$ cat config.mk
export PLATFORM = sky130hd
export DESIGN_NAME = heartbeat_liveness_monitor_top
export DESIGN_NICKNAME = d
export VERILOG_FILES = /design/src/design/hblm_pkg.sv /design/src/design/hblm_csr.sv /design/src/design/hblm_mem.sv /design/src/design/hblm_ctrl.sv /design/src/design/hblm_rsp.sv /design/src/design/heartbeat_liveness_monitor_top.sv
export SDC_FILE = /design/constraint.sdc
export NUM_CORES = 2
export LEC_CHECK = 0
export ABC_AREA = 1
export BUFFER_PORTS_ARGS = -buffer_cell sky130_fd_sc_hd__buf_2
export CAP_MARGIN = 20
export CORE_AREA = 2 2 415 417
export CTS_BUF_LIST = sky130_fd_sc_hd__clkbuf_16
export CTS_CLUSTER_DIAMETER = 150
export DETAILED_ROUTE_END_ITERATION = 12
export DIE_AREA = 0 0 417 419
export SETUP_SLACK_MARGIN = 0.02
export SLEW_MARGIN = 20
export SYNTH_ARGS = -nofsm -noshare
export SYNTH_HDL_FRONTEND = slang
export SYNTH_SLANG_ARGS = --single-unit
export TNS_END_PERCENT = 20
$ cat constraint.sdc
create_clock -name clock -period 15.92 [get_ports clock]
set_input_delay 2.388 -clock clock [delete_from_list [all_inputs] [get_ports clock]]
set_output_delay 2.388 -clock clock [all_outputs]
set_load 0.005 [all_outputs]
$ cat src/design/hblm_pkg.sv
// Shared types, codes and helpers for the heartbeat liveness monitor.
// Depends on nothing; every other design file imports it.
`timescale 1ns / 1ps

package hblm_pkg;

   // Peer table geometry
   localparam int ENTRIES = 16;
   localparam int IDX_W   = (ENTRIES > 1) ? $clog2(ENTRIES) : 1;
   localparam int CNT_W   = $clog2(ENTRIES + 1);

   // Field widths
   localparam int KEY_W  = 32;
   localparam int TIME_W = 24;
   localparam int ELAP_W = 16;
   localparam int CSR_ADDR_W = 5;
   localparam int CSR_DATA_W = 32;

   // Item function codes
   localparam logic [1:0] FN_TICK      = 2'd0;
   localparam logic [1:0] FN_HEARTBEAT = 2'd1;
   localparam logic [1:0] FN_REGISTER  = 2'd2;

   // Event kinds
   localparam logic [1:0] EV_SEND    = 2'd0;
   localparam logic [1:0] EV_STOP    = 2'd1;
   localparam logic [1:0] EV_RESTART = 2'd2;
   localparam logic [1:0] EV_FULL    = 2'd3;

   // Register indexes
   localparam logic [2:0] REG_OWN_KEY        = 3'd0;
   localparam logic [2:0] REG_SEND_ENABLE    = 3'd1;
   localparam logic [2:0] REG_RECEIVE_ENABLE = 3'd2;
   localparam logic [2:0] REG_SEND_INTERVAL  = 3'd3;
   localparam logic [2:0] REG_DEFAULT_LIMIT  = 3'd4;

   localparam logic [TIME_W-1:0] SEND_INTERVAL_RST = TIME_W'(1000);
   localparam logic [TIME_W-1:0] DEFAULT_LIMIT_RST = TIME_W'(5000);

   typedef struct packed {
      logic [1:0]        func;
      logic [KEY_W-1:0]  peer_key;
      logic [ELAP_W-1:0] elapsed_ms;
      logic [TIME_W-1:0] age_limit;
   } req_item_type;

   typedef struct packed {
      logic [1:0]       event_kind;
      logic [KEY_W-1:0] event_key;
      logic             last;
   } rsp_item_type;

   typedef struct packed {
      logic [KEY_W-1:0]  own_key;
      logic              send_enable;
      logic              receive_enable;
      logic [TIME_W-1:0] send_interval;
      logic [TIME_W-1:0] default_limit;
   } cfg_type;

   typedef struct packed {
      logic              reported;
      logic [TIME_W-1:0] limit;
      logic [TIME_W-1:0] age;
      logic [KEY_W-1:0]  key;
   } peer_entry_type;

   // Event from the sequencer to the result stage
   typedef struct packed {
      logic             valid;
      logic             finish;
      logic [1:0]       kind;
      logic [KEY_W-1:0] key;
   } event_type;

   // Add elapsed milliseconds to an age, saturating at the top of the range
   function automatic logic [TIME_W-1:0] sat_add(input logic [TIME_W-1:0] a,
                                                 input logic [ELAP_W-1:0] b);
      logic [TIME_W:0] sum;
      sum = {1'b0, a} + {{(TIME_W + 1 - ELAP_W){1'b0}}, b};
      return sum[TIME_W] ? {TIME_W{1'b1}} : sum[TIME_W-1:0];
   endfunction

endpackage

$ cat src/design/hblm_csr.sv
// Configuration registers behind the APB-style port.
// Depends on hblm_pkg for register indexes, reset values and cfg_type.
`timescale 1ns / 1ps

module hblm_csr import hblm_pkg::*; (
   input  logic                  clock,
   input  logic                  reset,
   input  logic                  psel,
   input  logic                  penable,
   input  logic                  pwrite,
   input  logic [CSR_ADDR_W-1:0] paddr,
   input  logic [CSR_DATA_W-1:0] pwdata,
   output logic [CSR_DATA_W-1:0] prdata,
   output logic                  pready,
   output cfg_type               cfg
);

   cfg_type    cfg_ff;
   cfg_type    cfg_in;
   logic [2:0] reg_idx;
   logic       wr_en;

   assign reg_idx = paddr[CSR_ADDR_W-1:2];
   assign wr_en   = psel && penable && pwrite;
   assign pready  = 1'b1;
   assign cfg     = cfg_ff;

   // Decode the write transaction
   always_comb begin
      cfg_in = cfg_ff;
      if (wr_en) begin
         unique case (reg_idx)
            REG_OWN_KEY:        cfg_in.own_key        = pwdata;
            REG_SEND_ENABLE:    cfg_in.send_enable    = pwdata[0];
            REG_RECEIVE_ENABLE: cfg_in.receive_enable = pwdata[0];
            REG_SEND_INTERVAL:  cfg_in.send_interval  = pwdata[TIME_W-1:0];
            REG_DEFAULT_LIMIT:  cfg_in.default_limit  = pwdata[TIME_W-1:0];
            default:            cfg_in = cfg_ff;
         endcase
      end
   end

   always_ff @(posedge clock) begin
      if (reset) begin
         cfg_ff.own_key        <= '0;
         cfg_ff.send_enable    <= 1'b0;
         cfg_ff.receive_enable <= 1'b0;
         cfg_ff.send_interval  <= SEND_INTERVAL_RST;
         cfg_ff.default_limit  <= DEFAULT_LIMIT_RST;
      end else begin
         cfg_ff <= cfg_in;
      end
   end

   // Return the addressed register
   always_comb begin
      unique case (reg_idx)
         REG_OWN_KEY:        prdata = cfg_ff.own_key;
         REG_SEND_ENABLE:    prdata = {{(CSR_DATA_W-1){1'b0}}, cfg_ff.send_enable};
         REG_RECEIVE_ENABLE: prdata = {{(CSR_DATA_W-1){1'b0}}, cfg_ff.receive_enable};
         REG_SEND_INTERVAL:  prdata = {{(CSR_DATA_W-TIME_W){1'b0}}, cfg_ff.send_interval};
         REG_DEFAULT_LIMIT:  prdata = {{(CSR_DATA_W-TIME_W){1'b0}}, cfg_ff.default_limit};
         default:            prdata = '0;
      endcase
   end

endmodule

$ cat src/design/hblm_mem.sv
// Peer table memory: one write port, one read port, registered read data.
// Depends on hblm_pkg for the entry type and table depth.
`timescale 1ns / 1ps

module hblm_mem import hblm_pkg::*; (
   input  logic             clock,
   input  logic             rd_en,
   input  logic [IDX_W-1:0] rd_addr,
   output peer_entry_type   rd_data,
   input  logic             wr_en,
   input  logic [IDX_W-1:0] wr_addr,
   input  peer_entry_type   wr_data
);

   peer_entry_type entry_mem [ENTRIES];
   peer_entry_type rd_data_ff;

   assign rd_data = rd_data_ff;

   // Write the entry
   always_ff @(posedge clock) begin
      if (wr_en) begin
         entry_mem[wr_addr] <= wr_data;
      end
   end

   // Read the entry into the registered read data
   always_ff @(posedge clock) begin
      if (rd_en) begin
         rd_data_ff <= entry_mem[rd_addr];
      end
   end

endmodule

$ cat src/design/hblm_ctrl.sv
// Sequencer: decodes an item and walks the peer table with read-modify-write.
// Depends on hblm_pkg; drives hblm_mem and feeds events to hblm_rsp.
`timescale 1ns / 1ps

module hblm_ctrl import hblm_pkg::*; (
   input  logic             clock,
   input  logic             reset,
   input  logic             start,
   output logic             busy,
   input  req_item_type     req_item,
   input  cfg_type          cfg,
   output logic             mem_rd_en,
   output logic [IDX_W-1:0] mem_rd_addr,
   input  peer_entry_type   mem_rd_data,
   output logic             mem_wr_en,
   output logic [IDX_W-1:0] mem_wr_addr,
   output peer_entry_type   mem_wr_data,
   output event_type        evt
);

   typedef enum logic [6:0] {
      ST_IDLE   = 7'b0000001,
      ST_START  = 7'b0000010,
      ST_AGE    = 7'b0000100,
      ST_CHECK  = 7'b0001000,
      ST_FIND   = 7'b0010000,
      ST_APPEND = 7'b0100000,
      ST_DONE   = 7'b1000000
   } state_type;

   state_type         state_ff,    state_in;
   req_item_type      item_ff,     item_in;
   logic [TIME_W-1:0] send_age_ff, send_age_in;
   logic [CNT_W-1:0]  count_ff,    count_in;
   logic [CNT_W-1:0]  ptr_ff,      ptr_in;
   logic              rvalid_ff,   rvalid_in;
   logic [IDX_W-1:0]  raddr_ff,    raddr_in;

   logic              issue;
   logic [TIME_W-1:0] aged;
   logic [TIME_W-1:0] send_sum;
   logic [TIME_W-1:0] new_limit;

   assign busy      = (state_ff != ST_IDLE);
   assign issue     = (ptr_ff != count_ff);
   assign aged      = sat_add(mem_rd_data.age, item_ff.elapsed_ms);
   assign send_sum  = sat_add(send_age_ff, item_ff.elapsed_ms);
   assign new_limit = (item_ff.func == FN_REGISTER) ? item_ff.age_limit : cfg.default_limit;

   always_comb begin
      state_in    = state_ff;
      item_in     = item_ff;
      send_age_in = send_age_ff;
      count_in    = count_ff;
      ptr_in      = ptr_ff;
      rvalid_in   = 1'b0;
      raddr_in    = raddr_ff;
      mem_rd_en   = 1'b0;
      mem_rd_addr = ptr_ff[IDX_W-1:0];
      mem_wr_en   = 1'b0;
      mem_wr_addr = raddr_ff;
      mem_wr_data = mem_rd_data;
      evt         = '0;

      unique case (state_ff)
         // Take the transaction
         ST_IDLE: begin
            item_in = req_item;
            if (start) begin
               state_in = ST_START;
            end
         end

         // Route the item; advance the send timer on a tick while sending is enabled
         ST_START: begin
            ptr_in = '0;
            case (item_ff.func)
               FN_TICK: begin
                  if (cfg.send_enable) begin
                     if (send_sum > cfg.send_interval) begin
                        evt.valid   = 1'b1;
                        evt.kind    = EV_SEND;
                        evt.key     = '0;
                        send_age_in = '0;
                     end else begin
                        send_age_in = send_sum;
                     end
                  end
                  state_in = cfg.receive_enable ? ST_AGE : ST_DONE;
               end
               FN_HEARTBEAT: begin
                  if (cfg.receive_enable && (item_ff.peer_key != cfg.own_key)) begin
                     state_in = ST_FIND;
                  end else begin
                     state_in = ST_DONE;
                  end
               end
               FN_REGISTER: state_in = ST_APPEND;
               default:     state_in = ST_DONE;
            endcase
         end

         // Age each peer and report the ones that passed their limit and are not yet reported
         ST_AGE: begin
            if (issue) begin
               mem_rd_en = 1'b1;
               ptr_in    = ptr_ff + 1'b1;
               rvalid_in = 1'b1;
               raddr_in  = ptr_ff[IDX_W-1:0];
            end
            if (rvalid_ff) begin
               mem_wr_en       = 1'b1;
               mem_wr_data.age = aged;
               if ((aged > mem_rd_data.limit) && !mem_rd_data.reported) begin
                  evt.valid            = 1'b1;
                  evt.kind             = EV_STOP;
                  evt.key              = mem_rd_data.key;
                  mem_wr_data.reported = 1'b1;
               end
            end
            if (!issue && !rvalid_ff) begin
               ptr_in   = '0;
               state_in = ST_CHECK;
            end
         end

         // Report reported peers that are back under their limit
         ST_CHECK: begin
            if (issue) begin
               mem_rd_en = 1'b1;
               ptr_in    = ptr_ff + 1'b1;
               rvalid_in = 1'b1;
               raddr_in  = ptr_ff[IDX_W-1:0];
            end
            if (rvalid_ff && mem_rd_data.reported &&
                (mem_rd_data.age < mem_rd_data.limit)) begin
               evt.valid            = 1'b1;
               evt.kind             = EV_RESTART;
               evt.key              = mem_rd_data.key;
               mem_wr_en            = 1'b1;
               mem_wr_data.reported = 1'b0;
            end
            if (!issue && !rvalid_ff) begin
               state_in = ST_DONE;
            end
         end

         // Search for the first matching key; clear its age on a hit, append on a miss
         ST_FIND: begin
            if (issue) begin
               mem_rd_en = 1'b1;
               ptr_in    = ptr_ff + 1'b1;
               rvalid_in = 1'b1;
               raddr_in  = ptr_ff[IDX_W-1:0];
            end
            if (rvalid_ff && (mem_rd_data.key == item_ff.peer_key)) begin
               mem_wr_en       = 1'b1;
               mem_wr_data.age = '0;
               state_in        = ST_DONE;
            end else if (!issue && !rvalid_ff) begin
               state_in = ST_APPEND;
            end
         end

         // Add a peer at the end of the table, or flag a full table
         ST_APPEND: begin
            if (count_ff == CNT_W'(ENTRIES)) begin
               evt.valid = 1'b1;
               evt.kind  = EV_FULL;
               evt.key   = item_ff.peer_key;
            end else begin
               mem_wr_en            = 1'b1;
               mem_wr_addr          = count_ff[IDX_W-1:0];
               mem_wr_data.reported = 1'b0;
               mem_wr_data.limit    = new_limit;
               mem_wr_data.age      = '0;
               mem_wr_data.key      = item_ff.peer_key;
               count_in             = count_ff + 1'b1;
            end
            state_in = ST_DONE;
         end

         // Close the item so the last result gets marked
         ST_DONE: begin
            evt.finish = 1'b1;
            state_in   = ST_IDLE;
         end

         default: state_in = ST_IDLE;
      endcase
   end

   always_ff @(posedge clock) begin
      if (reset) begin
         state_ff    <= ST_IDLE;
         send_age_ff <= '0;
         count_ff    <= '0;
         ptr_ff      <= '0;
         rvalid_ff   <= 1'b0;
      end else begin
         state_ff    <= state_in;
         send_age_ff <= send_age_in;
         count_ff    <= count_in;
         ptr_ff      <= ptr_in;
         rvalid_ff   <= rvalid_in;
      end
   end

   // Hold the payload
   always_ff @(posedge clock) begin
      item_ff  <= item_in;
      raddr_ff <= raddr_in;
   end

endmodule

$ cat src/design/hblm_rsp.sv
// Result stage: keeps one event back so the final one can carry last.
// Depends on hblm_pkg for event_type and rsp_item_type.
`timescale 1ns / 1ps

module hblm_rsp import hblm_pkg::*; (
   input  logic         clock,
   input  logic         reset,
   input  event_type    evt,
   output logic         rsp_valid,
   output rsp_item_type rsp_item
);

   logic         pend_valid_ff, pend_valid_in;
   event_type    pend_ff,       pend_in;
   logic         rsp_valid_ff,  rsp_valid_in;
   rsp_item_type rsp_item_ff,   rsp_item_in;

   assign rsp_valid = rsp_valid_ff;
   assign rsp_item  = rsp_item_ff;

   // Release the held event when a newer one arrives or the item ends
   always_comb begin
      pend_valid_in = pend_valid_ff;
      pend_in       = pend_ff;
      rsp_valid_in  = 1'b0;
      rsp_item_in   = rsp_item_ff;
      if (evt.valid) begin
         if (pend_valid_ff) begin
            rsp_valid_in         = 1'b1;
            rsp_item_in.event_kind = pend_ff.kind;
            rsp_item_in.event_key  = pend_ff.key;
            rsp_item_in.last       = 1'b0;
         end
         pend_valid_in = 1'b1;
         pend_in       = evt;
      end else if (evt.finish) begin
         if (pend_valid_ff) begin
            rsp_valid_in           = 1'b1;
            rsp_item_in.event_kind = pend_ff.kind;
            rsp_item_in.event_key  = pend_ff.key;
            rsp_item_in.last       = 1'b1;
         end
         pend_valid_in = 1'b0;
      end
   end

   always_ff @(posedge clock) begin
      if (reset) begin
         pend_valid_ff <= 1'b0;
         rsp_valid_ff  <= 1'b0;
      end else begin
         pend_valid_ff <= pend_valid_in;
         rsp_valid_ff  <= rsp_valid_in;
      end
   end

   always_ff @(posedge clock) begin
      pend_ff     <= pend_in;
      rsp_item_ff <= rsp_item_in;
   end

endmodule

$ cat src/design/heartbeat_liveness_monitor_top.sv
// Heartbeat liveness monitor, one item at a time; results cannot be stalled.
// A tick holds busy while the peer table memory is walked twice through its single read port
// (aging, then restart); with receiving off it skips both walks.
// A heartbeat runs a key search, then an append on a miss; a register goes straight to append.
// Each result leaves in the cycle after the next event or the end of its item.
// Synchronous reset clears peer count, send timer and registers; the table is not cleared.
`timescale 1ns / 1ps

module heartbeat_liveness_monitor_top import hblm_pkg::*; (
   input  logic                  clock,
   input  logic                  reset,
   input  logic                  start,
   output logic                  busy,
   input  req_item_type          req_item,
   output logic                  rsp_valid,
   output rsp_item_type          rsp_item,
   input  logic                  psel,
   input  logic                  penable,
   input  logic                  pwrite,
   input  logic [CSR_ADDR_W-1:0] paddr,
   input  logic [CSR_DATA_W-1:0] pwdata,
   output logic [CSR_DATA_W-1:0] prdata,
   output logic                  pready
);

   cfg_type          cfg;
   event_type        evt;
   logic             mem_rd_en;
   logic [IDX_W-1:0] mem_rd_addr;
   peer_entry_type   mem_rd_data;
   logic             mem_wr_en;
   logic [IDX_W-1:0] mem_wr_addr;
   peer_entry_type   mem_wr_data;

   hblm_csr u_csr (
      .clock   (clock),
      .reset   (reset),
      .psel    (psel),
      .penable (penable),
      .pwrite  (pwrite),
      .paddr   (paddr),
      .pwdata  (pwdata),
      .prdata  (prdata),
      .pready  (pready),
      .cfg     (cfg)
   );

   hblm_mem u_mem (
      .clock   (clock),
      .rd_en   (mem_rd_en),
      .rd_addr (mem_rd_addr),
      .rd_data (mem_rd_data),
      .wr_en   (mem_wr_en),
      .wr_addr (mem_wr_addr),
      .wr_data (mem_wr_data)
   );

   hblm_ctrl u_ctrl (
      .clock       (clock),
      .reset       (reset),
      .start       (start),
      .busy        (busy),
      .req_item    (req_item),
      .cfg         (cfg),
      .mem_rd_en   (mem_rd_en),
      .mem_rd_addr (mem_rd_addr),
      .mem_rd_data (mem_rd_data),
      .mem_wr_en   (mem_wr_en),
      .mem_wr_addr (mem_wr_addr),
      .mem_wr_data (mem_wr_data),
      .evt         (evt)
   );

   hblm_rsp u_rsp (
      .clock     (clock),
      .reset     (reset),
      .evt       (evt),
      .rsp_valid (rsp_valid),
      .rsp_item  (rsp_item)
   );

`ifndef SYNTHESIS
   // An accepted transaction keeps the block busy
   assert property (@(posedge clock) disable iff (reset) (start && !busy) |=> busy)
      else $error("busy not raised after accepted transaction");

   // Send events carry a zero key
   assert property (@(posedge clock) disable iff (reset)
                    (rsp_valid && (rsp_item.event_kind == EV_SEND)) |->
                    (rsp_item.event_key == '0))
      else $error("send event with nonzero key");

   // The final result of an item is never followed at once by another
   assert property (@(posedge clock) disable iff (reset)
                    (rsp_valid && rsp_item.last) |=> !rsp_valid)
      else $error("result directly after final result");

   // No result is emitted while the block idled through the previous cycle
   assert property (@(posedge clock) disable iff (reset)
                    (!busy && !$past(busy) && !$past(reset)) |-> !rsp_valid)
      else $error("result without an item in progress");
`endif

endmodule
# Word level (Yosys, flattened, before mapping)
# Memory sizes are Yosys's and may differ from the RTL's. A register that Yosys moved wholly into a read port is not among the register bits.
# Cells that the tools add are included.
# W data, S select, Z words.
# word_totals
elab_cells	140
memories	1
ramBits	1296
reg_bits	273
# classes
n_bitwise	1
muxes	60
n_addsub	4
eq_ne	22
order_cmp	3
n_reduce_logical	27
# memory_table
memory	depth	word_bits	rd	rd_ports_with_merged_regs	wr	line_no	source
u_mem.entry_mem	16	81	1	1	1	hblm_mem.sv:15	peer_entry_type entry_mem [ENTRIES];
# op_table
operator	n
$mux W24	7
$pmux W32 S5	1
$mux W35	4
$mux W34	3
$pmux W34 S3	1
$mux W81	1
$pmux W24 S3	1
$add A24 B16 Y25	2
$mux W7	7
$gt A24 B24 Y1	2
$pmux W7 S6	1
$mux W33	1
$eq A32 B32 Y1	1
$mux W32	1
$ne A32 B32 Y1	1
$lt A24 B24 Y1	1
$mux W1	23
$pmux W7 S3	1
$reduce_and A2 Y1	8
$pmux W5 S3	1
$add A5 B1 Y5 const B	2
$mux W5	2
$logic_and A1 B1 Y1	8
$mux W4	2
other kinds (30)	35

# Longest topological paths before layout
# logic_depth
word_depth	9
ltp_mapped	28
mapped_depth_nobuf	27

# By module
# Synthesis repeated with hierarchy kept, for this count alone.
# hier_totals
hier_cells	7851
hier_area_um2	76206.8
# by_module_without_submodules
module	area_each_um2	instances	cells_each	seq_area_each_um2
hblm_mem	58153.3	1	5319	41349.7
hblm_ctrl	11916.4	1	1844	3183.1
hblm_csr	3987.6	1	609	1641.6
hblm_rsp	2149.6	1	79	2112.0

# Least setup slack after synthesis
# No wires, ideal clock.
# synth_path
path_type	in2out
from	input port paddr[3]
to	output port prdata[11]
n_path_buf	1
slack_ns	10.292
cell_stages	6
arrival_time_ns	3.240
required_time_ns	13.532
cell_sequence	nor2_1 -> inv_1 -> nor2_1 -> clkbuf_1 -> nand2_1 -> o211ai_1
# synth_via
elab_chain_cells	2
elab_cells_between_ends	6
# synth_lines
element	line_no	source
start, declared	heartbeat_liveness_monitor_top.sv:20	input logic [CSR_ADDR_W-1:0] paddr,
$eq A3 B3 Y1, or another cell as far along	hblm_csr.sv:57	unique case (reg_idx)
$pmux W32 S5 (*)	hblm_csr.sv:57	
end, declared	heartbeat_liveness_monitor_top.sv:22	output logic [CSR_DATA_W-1:0] prdata,
# Every way passes the cells marked *; elsewhere a longest branch is shown, timed or not.

# Worst setup path in the final report
# layout_path
from	input port paddr[3]
to	output port prdata[7]
# The elaborated chain is that of the path after synthesis.

==> results.md <==
* Status: finished clean
* Critical path class: in2out
* Ys async rst share at 0%
* Hold EP: u_rsp.rsp_item[12]
* Clock sinks at 1650
* Clock Skew at 67.5 ps
* Post-Syn Nets at 6097
* Worst R2R End: u_mem.entry_mem[2][18]
* DRC Markers at 0
* Die width at 417 um
* Synth cell count leaders: edfxtp_1, o21ai_0, nor2_1
* Vias per cell at 5.71
* Sequential-to-total area share from yosys stat at 69.6%
* Detailed Routing Iterations Pass 1 at 8
* Static Leak at 27.4 nW
* Synth area leaders: edfxtp_1, o21ai_0, nor2_1
* Crit share post-route at 42.3%
* Worst Hold Launch: u_rsp.pend_ff[11]
* Nets at 6240
* Final Max Tran Viols at 0
* Cell Area, Synth at 69400 um^2
* Hold path cells at 0
* Post-CTS resize count at 0
* Yosys top cell area share at 66.0%
* H-tree levels at 4
* End-of-flow core utilization at 45.8%
* Routed WL per cell at 23.8 um
* Core ar. at 171000 um^2
* Reg clk slew, reported paths at 60 ps
* Post-layout min period at 6730 ps
* Setup_tns at 0 ps
* Yosys warning count at 0
* Hold Buf Count CTS at 0
* CP max FO at 19
* Fmax achieved at 149 MHz
* Cell row count at 152
* Initial core utilization at 40.7%
* Post-CTS setup buffers at 0
* Largest net degree at the start of global routing at 197
* Top_reg_cell synth: edfxtp_1
* GRT overflow at 0
* Post-synthesis cell count at 5872
* Vias in the first global route at 44384
* Unrepaired setup endpoints after global routing: no
* Number of setup violations in the final report at 0
* Count leader, synth: edfxtp_1
* Flop2flop setup slack at 9490 ps
* Worst IR Drop VDD at 0.112 mV
* Detailed Place HPWL at 115000 um
* Crit path capture type: output pin
* Largest area contributor in the netlist: edfxtp_1
* Clk_lat worst skew at 820 ps
* Worst R2R Start: u_ctrl.rvalid_ff
* Die Height at 419 um
* Clock buffer count from CTS at 170
* Final ANT Viol Nets at 0
* Startpoint class of the critical path: input pin
* First DRT Iteration DRCs at 5037
* Layout area overhead at 12.7%
* I/O Pins at 187
* Via count at 47864
* CTS tree: built
* Gr usage total at 22.3%
* Layout cells sized above 1 at 11.3%
* Routed WL at 200000 um
* Initial antenna violation count at 5
* Post-synth EDFFs at 1524
* R2R depth at 12
* Yosys reg bits at 1650
* Longest Clk Path Bufs at 3
* Die Area at 175000 um^2
* Tightest Pin Transition at 1160 ps
* Hold/Removal Path Class: reg2reg
* Slew margin rel. at 22.9%
* Avg Cell Area, Syn at 11.8 um^2
* Data required, critical path at 13530 ps
* Max_cap viols at 0
* Root buffer selected by CTS: clkbuf_16
* Global-route wire length before repair at 293000 um
* PD cells at 122 nW/um^2
* Port Buffer Count at 183
* GPL Wtd Cong at 0.908
* CP Data Arrival Time at 4340 ps
* Final Hold Violating Endpoints at 0
* Netlist cell types at 54
critical path: stages:
cell and delay [ps]:
buf_2 150, nor2_1 110, inv_1 60, nor2_2 590, inv_2 410, o221ai_1 440, buf_2 190
layout make-up:
type,count,area [um^2]
Clock inverter,134,1010
Tap cell,2233,2790
Fill cell,15274,92400
Multi-Input combinational cell,3566,18700
Sequential cell,1650,48300
Inverter,323,1240
Clock buffer,173,4330
Antenna cell,1,2.50
Timing Repair Buffer,304,1840
power breakdown:
part,internal (mW),switching [mW],total [mW]
combinational,0.238,0.498,0.736
sequential,4.81,0.153,4.96
clock,2.15,1.67,3.83
layer usage:
layer / track usage, % / up-vias / part of all wire (%)
met5: 0 / - / 0.014
met4: 6.52 / 4 / 2.8
met3: 3.69 / 319 / 8.3
met2: 35.7 / 2125 / 46
met1: 31.3 / 23832 / 43
li1: - / 21584 / -
registers in the layout, summed over array words and instances, names as in the netlist:
register             cells
u_ctrl.state_ff          7
u_rsp.pend_ff           34
u_ctrl.rvalid_ff         1
u_ctrl.count_ff          5
u_csr.cfg               82
u_ctrl.ptr_ff            5
u_rsp.pend_valid_ff      1
u_mem.entry_mem       1296
u_rsp.rsp_valid          1
u_ctrl.send_age_ff      24
u_ctrl.raddr_ff          4
u_rsp.rsp_item          35
u_ctrl.item_ff          74
u_mem.rd_data           81
logic make-up after synthesis:
| family | share of synthesized area [%] |
|---|---|
| flip-flops | 69.6 |
| AO/OA/AOI/OAI | 12.5 |
| XOR/XNOR | 0.568 |
| buffers and inverters | 3.72 |
| other | 0.00541 |
| AND/OR/NAND/NOR | 11.6 |
| adder cells (fa/ha/maj) | 1.97 |
cell usage in the layout, fill, tap and decap left out, drive strengths merged, types with 137 or more instances in the layout:
cell,Yosys,layout
nand2,727,727
nand3,250,250
a21oi,171,171
edfxtp,1524,1524
nor2,849,849
inv,321,370
o21ai,879,879
o22ai,214,214
buf,59,304
clkbuf,274,173
o221ai,137,137
through the flow:
step | hold WS (ps) | cell area [um^2] | cells | setup WS [ps] | total power, mW
final | 418 | 78200 | 8384 | 9190 | 9.52
after global placement | 403 | 72800 | 8076 | 9230 | 5.77
after floorplan | 400 | 69400 | 5872 | 10290 | 5.47
after global routing | 421 | 78200 | 8383 | 9160 | 9.84
after detailed placement | 406 | 72800 | 8076 | 9250 | 5.77
after CTS | 417 | 78100 | 8383 | 9250 | 9.57
worst max path at each step:
stage	start	end
2_1_floorplan	paddr[3]	prdata[11]
3_3_place_gp	paddr[3]	prdata[4]
3_5_place_dp	paddr[3]	prdata[4]
4_1_cts	paddr[3]	prdata[4]
5_1_grt	paddr[3]	prdata[4]
6_report	paddr[3]	prdata[7]
Power figures use the tool's default switching activity.
